<file path="config.mk">
export PLATFORM = sky130hd
export DESIGN_NAME = crm_alu
export DESIGN_NICKNAME = d
export VERILOG_FILES = /design/src/rtl/core/crm_pkg.sv /design/src/rtl/core/crm_alu.sv
export SDC_FILE = /design/constraint.sdc
export NUM_CORES = 1
export LEC_CHECK = 0
export BUFFER_PORTS_ARGS = -buffer_cell sky130_fd_sc_hd__buf_4
export CORE_MARGIN = 2
export CORE_UTILIZATION = 45
export CTS_CLUSTER_DIAMETER = 40
export DETAILED_ROUTE_END_ITERATION = 7
export GPL_TIMING_DRIVEN = 0
export PLACE_DENSITY = 0.71
export SYNTH_ARGS = -nofsm -noshare
export SYNTH_HDL_FRONTEND = slang
export SYNTH_SLANG_ARGS = --single-unit
</file>
<file path="constraint.sdc">
create_clock -name i_clk -period 5 [get_ports i_clk]
set_input_delay 0.5 -clock i_clk [delete_from_list [all_inputs] [get_ports i_clk]]
set_output_delay 0.5 -clock i_clk [all_outputs]
set_load 0.1 [all_outputs]
</file>
<file path="src/rtl/core/crm_pkg.sv">
package crm_pkg;

    // fixed field widths
    localparam int COST_W  = 32;
    localparam int START_W = 40;
    localparam int BOUND_W = 44;
    localparam int IDX_IN_W = 4;
    localparam int CMD_W   = 2;

    typedef enum logic [CMD_W-1:0] {
        CMD_WRITE  = 2'd0,
        CMD_REDUCE = 2'd1,
        CMD_READ   = 2'd2
    } t_cmd;

    typedef enum logic [2:0] {
        ST_IDLE,
        ST_RD_WAIT,
        ST_SCAN,
        ST_SCAN_TAIL,
        ST_UPD,
        ST_UPD_TAIL,
        ST_DONE
    } t_state;

    // one stored matrix entry
    typedef struct packed {
        logic              inf;
        logic [COST_W-1:0] val;
    } t_entry;

    // sequencer controls for the shared min/subtract/accumulate unit
    typedef struct packed {
        logic load_bound;
        logic clear_line;
        logic scan_en;
        logic acc_en;
    } t_alu_ctl;

endpackage

</file>
<file path="src/rtl/core/crm_alu.sv">
module crm_alu (
    input  logic                          i_clk,
    input  logic                          i_rst_n,
    input  crm_pkg::t_alu_ctl             i_ctl,
    input  logic [crm_pkg::START_W-1:0]   i_start_cost,
    input  crm_pkg::t_entry               i_rdata,
    output logic                          o_found,
    output logic [crm_pkg::COST_W-1:0]    o_diff,
    output logic [crm_pkg::BOUND_W-1:0]   o_bound
);
    import crm_pkg::*;

    logic [COST_W-1:0]  r_min;
    logic               r_found;
    logic [BOUND_W-1:0] r_bound;
    logic [BOUND_W:0]   w_sum;
    logic               w_take;

    // running line minimum over finite entries
    assign w_take = i_ctl.scan_en && !i_rdata.inf && (!r_found || i_rdata.val < r_min);

    always_ff @(posedge i_clk) begin
        if (!i_rst_n) begin
            r_found <= 1'b0;
        end else if (i_ctl.clear_line) begin
            r_found <= 1'b0;
        end else if (w_take) begin
            r_found <= 1'b1;
        end
    end

    always_ff @(posedge i_clk) begin
        if (w_take && !i_ctl.clear_line) begin
            r_min <= i_rdata.val;
        end
    end

    // saturating bound accumulator
    assign w_sum = {1'b0, r_bound} + (BOUND_W+1)'(r_min);

    always_ff @(posedge i_clk) begin
        if (i_ctl.load_bound) begin
            r_bound <= BOUND_W'(i_start_cost);
        end else if (i_ctl.acc_en && r_found) begin
            r_bound <= w_sum[BOUND_W] ? {BOUND_W{1'b1}} : w_sum[BOUND_W-1:0];
        end
    end

    assign o_found = r_found;
    assign o_diff  = i_rdata.val - r_min;
    assign o_bound = r_bound;

endmodule

</file>
==> impl_metrics.env, run 1 <==
export IMPL_ys_warn_count=0
export IMPL_clockBufferDepth=2
export IMPL_fin_util_pct=58.6
export IMPL_antenna_cells=0
export IMPL_cts_root_buffer="clkbuf_16"
export IMPL_yosysUniqueCellTypes=58
export IMPL_dieArea_um2=15400
export IMPL_top_layer="met4"
export IMPL_die_w_um=124
export IMPL_maxCapViolCount=0
export IMPL_final_hold_viol_count=0
export IMPL_ff2ff_setup_slack_ns=0.62
export IMPL_ir_drop_v=0.000267
export IMPL_timing_rr_start="r_min[2]$_DFFE_PP_"
export IMPL_drtIter0Drc=375
export IMPL_cp_startpoint="r_min[0]$_DFFE_PP_"
export IMPL_worstPathArrival_ns=4.00
export IMPL_place_gp_congestion=0.887
export IMPL_wl_met1_mm=8.44
export IMPL_post_drt_via_cell_ratio=5.59
export IMPL_grt_pass1_vias=5612
export IMPL_drt_total_wl_mm=18.1
export IMPL_path_cells="ha_1, fa_1, nor2b_1, o31a_1, o211ai_1, a311o_1, o22ai_1, nor4_1, o31ai_1, xor2_1, buf_4"
export IMPL_relSlewSlack_pct=40.9
export IMPL_path_class="reg -> out"
export IMPL_grt_use_total_pct=23.8
export IMPL_routedWlPerCell_um=16.8
export IMPL_antenna_found_initial=0
export IMPL_dpl_hpwl_mm=14.1
export IMPL_timing_final_crit_period_ns=4.50
export IMPL_rsz0062_at_grt="false"
export IMPL_critPathMaxFanout=5
export IMPL_start_util_pct=46.4
export IMPL_hold_depth=2
export IMPL_ys_ff_latch=77
export IMPL_vias=6029
export IMPL_nFillCells=1307
export IMPL_area_growth_pct=26.3
export IMPL_numCtsBuffers=9
export IMPL_async_reset_ff_share_pct=0
export IMPL_p_per_area_nw_per_um2=375
export IMPL_yosys_cell_count_top_type="edfxtp_1"
export IMPL_slew_viol_final=0
export IMPL_die_y_um=124
export IMPL_rr_worst_depth=11
export IMPL_yosys_most_used_dff="edfxtp_1"
export IMPL_finalClockSkew_ns=0.00852
export IMPL_wl_met3_um=892
export IMPL_final_layout_size_suffix_gt1_share_pct=20.2
export IMPL_multi_input_area_um2=3920
export IMPL_fmax_mhz=222
export IMPL_synth_top_cell_by_area="edfxtp_1"
export IMPL_top_level_ports=156
export IMPL_syn_num_nets=872
export IMPL_syn_area_per_cell_um2=8.93
export IMPL_reg2reg_to="r_min[5]$_DFFE_PP_"
export IMPL_grt_max_degree=33
export IMPL_status="finished, final reports clean"
export IMPL_wl_met2_mm=8.41
export IMPL_synthTopCellsByArea="edfxtp_1, ha_1, a21oi_1, xnor2_1, inv_1"
export IMPL_grt_pass1_wl_mm=28.0
export IMPL_synth_edf_count=72
export IMPL_cts_max_level=3
export IMPL_crit_slowest_cell="o22ai_1"
export IMPL_syn_inst=727
export IMPL_grt_overflow_total=0
export IMPL_worstSkewPairLatency_ns=0.35
export IMPL_fin_tns_setup_ns=0
export IMPL_worstMarginPinSlew_ns=0.886
export IMPL_setup_viol=0
export IMPL_worstPathRequired_ns=4.50
export IMPL_numPortBuffers=154
export IMPL_cts_resized=0
export IMPL_cts_sinks=77
export IMPL_cts_hold_fix_buffers=0
export IMPL_synth_top_area_share_pct=33.3
export IMPL_synth_common_cells="edfxtp_1, a21oi_1, ha_1"
export IMPL_hold_class="in -> reg"
export IMPL_end_kind="output port"
export IMPL_seqCellArea_um2=2260
export IMPL_seq_area_frac_synth_pct=34.8
export IMPL_cp_start_kind="register"
export IMPL_nets=1038
export IMPL_cts_tree="built"
export IMPL_ant_nets=0
export IMPL_worstSetupEndpoint="o_diff[30]"
export IMPL_path_clk_slew_ns=0.06
export IMPL_drtPass1Iterations=5
export IMPL_p_leak_uw=0.00360
export IMPL_core_area_um2=14000
export IMPL_row_count=43
export IMPL_p_total_uw=3080
export IMPL_cts_setup_buffers=0
export IMPL_critPathMaxStageDelay_ns=0.45
export IMPL_synth_area_um2=6490
export IMPL_drc=0
export IMPL_fin_crit_sh_pct=89.9
## power breakdown
| group | switching, uW | internal (uW) |
|---|---|---|
| Combinational | 1120 | 441 |
| Sequential | 40.9 | 780 |
| Clock | 262 | 432 |
| Total | 1420 | 1650 |
## cells by family (layout without fill, tap and decap cells)
family / Yosys count / in the layout / synth area share, %
AOI/OAI and AO/OA: 235 / 235 / 24.1
xor gates and xnor gates: 59 / 59 / 7.96
adders and majority gates: 66 / 66 / 13.0
buffers and inverters: 82 / 253 / 4.76
DFF: 77 / 77 / 34.8
muxes: 2 / 2 / 0.308
and+or+nand+nor: 206 / 206 / 15.1
## layout make-up
type	count	area share [%]
Tap cell	180	2.75
Timing Repair Buffer	155	14.3
Inverter	58	2.65
Clock buffer	10	2.79
Clock inverter	6	0.946
Sequential cell	77	27.6
Multi-Input combinational cell	568	47.8
Buffer	24	1.11
## per-stage QoR
| stage | hold slack, ns | worst slack (ns) | std cells | area, um2 |
|---|---|---|---|---|
| after floorplan | 0.576 | 0.327 | 727 | 6490 |
| after global placement | 0.554 | 0.105 | 1061 | 7870 |
| after detailed placement | 0.579 | -0.0307 | 1062 | 7900 |
| after CTS | 0.318 | 0.217 | 1078 | 8200 |
| after global routing | 0.326 | 0.312 | 1078 | 8200 |
| final | 0.326 | 0.503 | 1078 | 8200 |
## worst min-delay path by stage
| stage | from | endpoint |
|---|---|---|
| after detailed placement | o_found$_SDFFE_PP0P_ | o_found$_SDFFE_PP0P_ |
| after CTS | i_ctl[2] | o_found$_SDFFE_PP0P_ |
| after global routing | i_rdata[7] | r_min[7]$_DFFE_PP_ |
| after floorplan | i_ctl[2] | o_found$_SDFFE_PP0P_ |
| after global placement | o_found$_SDFFE_PP0P_ | o_found$_SDFFE_PP0P_ |
| final | i_ctl[2] | o_found$_SDFFE_PP0P_ |
## worst max-delay path: cells and delay by family, from the launching register on
| family | cells | cell delay (ns) |
|---|---|---|
| simple gates | 2 | 0.39 |
| flops | 1 | 0.41 |
| xor+xnor | 1 | 0.19 |
| buf+inv | 1 | 0.31 |
| fa+ha+maj | 2 | 0.64 |
| compound gates | 5 | 1.70 |
## registers in the layout (all words and copies together) (netlist names)
signal	cells
o_bound	44
o_found	1
r_min	32
## metal layers
metal | vias to the layer above | track usage [%]
li1 | 3031 | -
met1 | 2802 | 32.4
met2 | 175 | 38.2
met3 | 21 | 3.98
met4 | 0 | 8.29
met5 | - | 0
## placed cells by master (no fill, tap or decap), types with 11 or more instances in the layout
master and instances:
buf_4 154, edfxtp_1 72, a21oi_1 65, ha_1 64
inv_1 58, nor2_1 57, nand2_1 55, o21ai_0 39
xnor2_1 37, a21o_1 24, clkbuf_1 24, xor2_1 22
nand3_1 20, nor3_1 19, a2bb2oi_1 13, o22a_1 11
(Power assumes the default switching activity.)
==> run 2, diff against run 1 <==
Settings changed: CTS_CLUSTER_SIZE set to 40, PLACE_DENSITY 0.71 to 0.69.
==> run 2 against run 1 <==
  * Power up 0.86%
  * Clock power up 3%
  * Worst hold slack worse by 0.0028 ns
  * Die area unchanged
  * Flip-flop and latch count unchanged
  * Cell area up 0.15%
  * Cell count unchanged
  * Combinational power about the same
  * Utilization up 0.089 points
  * First-iteration DRC count up 22%
  * Sequential share of layout area about the same
  * Non-clock buffer count unchanged
  * Largest cell class unchanged
==> impl_metrics.env, run 2 (same netlist as run 1, synthesis figures left out) <==
export IMPL_top_level_ports=156
export IMPL_place_area_um2=7900
export IMPL_worstPathArrival_ns=4.04
export IMPL_largest_reg_flops=44
export IMPL_layout_common_cells="buf_4, edfxtp_1, a21oi_1, ha_1, inv_1"
export IMPL_fin_crit_sh_pct=90.9
export IMPL_drtIter0Drc=456
export IMPL_row_count=43
export IMPL_setup_viol=0
export IMPL_relSlewSlack_pct=39.3
export IMPL_numCtsBuffers=9
export IMPL_cts_max_level=3
export IMPL_timing_final_crit_period_ns=4.54
export IMPL_worstSkewPairLatency_ns=0.35
export IMPL_die_y_um=124
export IMPL_final_cell_area_um2=8220
export IMPL_post_drt_via_cell_ratio=5.66
export IMPL_start_util_pct=46.4
export IMPL_drt_total_wl_mm=18.6
export IMPL_grt_pass1_vias=5992
export IMPL_drc=0
export IMPL_path_clk_slew_ns=0.06
export IMPL_vias=6102
export IMPL_core_area_um2=14000
export IMPL_nets=1038
export IMPL_dieArea_um2=15400
export IMPL_grt_pass1_wl_mm=29.2
export IMPL_ir_drop_v=0.000241
export IMPL_finalClockSkew_ns=0.0105
export IMPL_cts_sinks=77
export IMPL_worstMarginPinSlew_ns=0.910
export IMPL_clockBufferDepth=2
export IMPL_slew_viol_final=0
export IMPL_numPortBuffers=154
export IMPL_die_w_um=124
export IMPL_p_per_area_nw_per_um2=378
export IMPL_fin_tns_setup_ns=0
export IMPL_antenna_found_initial=0
export IMPL_p_total_uw=3100
export IMPL_final_hold_viol_count=0
export IMPL_grt_max_degree=33
export IMPL_worstPathRequired_ns=4.50
export IMPL_cts_hold_fix_buffers=0
export IMPL_dpl_hpwl_mm=14.5
export IMPL_grt_overflow_total=0
export IMPL_cts_resized=0
export IMPL_path_class="reg -> out"
export IMPL_rsz0062_at_grt="false"
export IMPL_final_common_cell="buf_4"
export IMPL_area_growth_pct=26.5
export IMPL_cts_setup_buffers=0
export IMPL_critPathMaxFanout=5
export IMPL_p_leak_uw=0.00360
export IMPL_routedWlPerCell_um=17.2
export IMPL_status="finished, final reports clean"
export IMPL_cts_tree="built"
export IMPL_final_layout_size_suffix_gt1_share_pct=20.3
export IMPL_antenna_cells=0
export IMPL_ant_nets=0
export IMPL_place_gp_congestion=0.902
export IMPL_cp_start_kind="register"
export IMPL_end_kind="output port"
export IMPL_drtPass1Iterations=5
export IMPL_cts_root_buffer="clkbuf_16"
export IMPL_grt_use_total_pct=24.5
export IMPL_hold_class="in -> reg"
export IMPL_fmax_mhz=220
export IMPL_maxCapViolCount=0
-- run 2: cell count changes in the layout (fill, tap and decap cells not counted), sizes merged --
cell and change:
clkinvlp +1, clkinv -3, clkbuf +2
-- run 2: layout make-up --
type / count / area [um2]
clock inverter: 4 / 72.6
fill: 1261 / 5770
tap: 180 / 225
multi-input combinational: 568 / 3920
timing repair buffer: 155 / 1180
sequential: 77 / 2260
inverter: 58 / 218
clock buffer: 12 / 246
buffer: 24 / 91.3
-- run 2: worst paths after layout --
path                          end  slack, ns  cells after the start            startpoint
max                    o_diff[30]       0.46                     11    r_min[0]$_DFFE_PP_
max reg2reg    r_min[2]$_DFFE_PP_       0.58                     11    r_min[0]$_DFFE_PP_
min reg2reg  o_found$_SDFFE_PP0P_       0.55                      2  o_found$_SDFFE_PP0P_
min          o_found$_SDFFE_PP0P_       0.32                      2              i_ctl[2]
-- run 2: routing by layer --
metal	vias up	GRT usage, %	routed length [um]
met5	-	0	0
met1	2856	32.8	8460
met4	0	11.4	614
met3	36	3.34	799
met2	189	39.4	8720
li1	3021	-	-
-- run 2: critical path: stages (launching register included) --
cell and delay, ns:
edfxtp_1 0.40, ha_1 0.24, fa_1 0.42, nor2b_1 0.19, o31a_1 0.22, o211ai_1 0.19
a311o_1 0.43, o22ai_1 0.45, nor4_1 0.20, o31ai_1 0.46, xor2_1 0.19, buf_4 0.31
-- run 2: where the power goes --
group / leakage, uW / switching [uW] / internal (uW)
combinational: 0.00273 / 1120 / 441
clock: 0.000153 / 263 / 450
sequential: 0.000725 / 44.5 / 780
total: 0.00360 / 1430 / 1670
-- run 2: stage by stage --
stage	utilization, %	hold WS (ns)	instances	setup slack [ns]
2_1_floorplan	-	0.576	727	0.327
3_3_place_gp	56.3	0.530	1061	0.0525
3_5_place_dp	56.4	0.546	1062	-0.123
4_1_cts	58.7	0.312	1078	0.151
5_1_grt	58.7	0.323	1078	0.293
6_report	58.7	0.323	1078	0.456
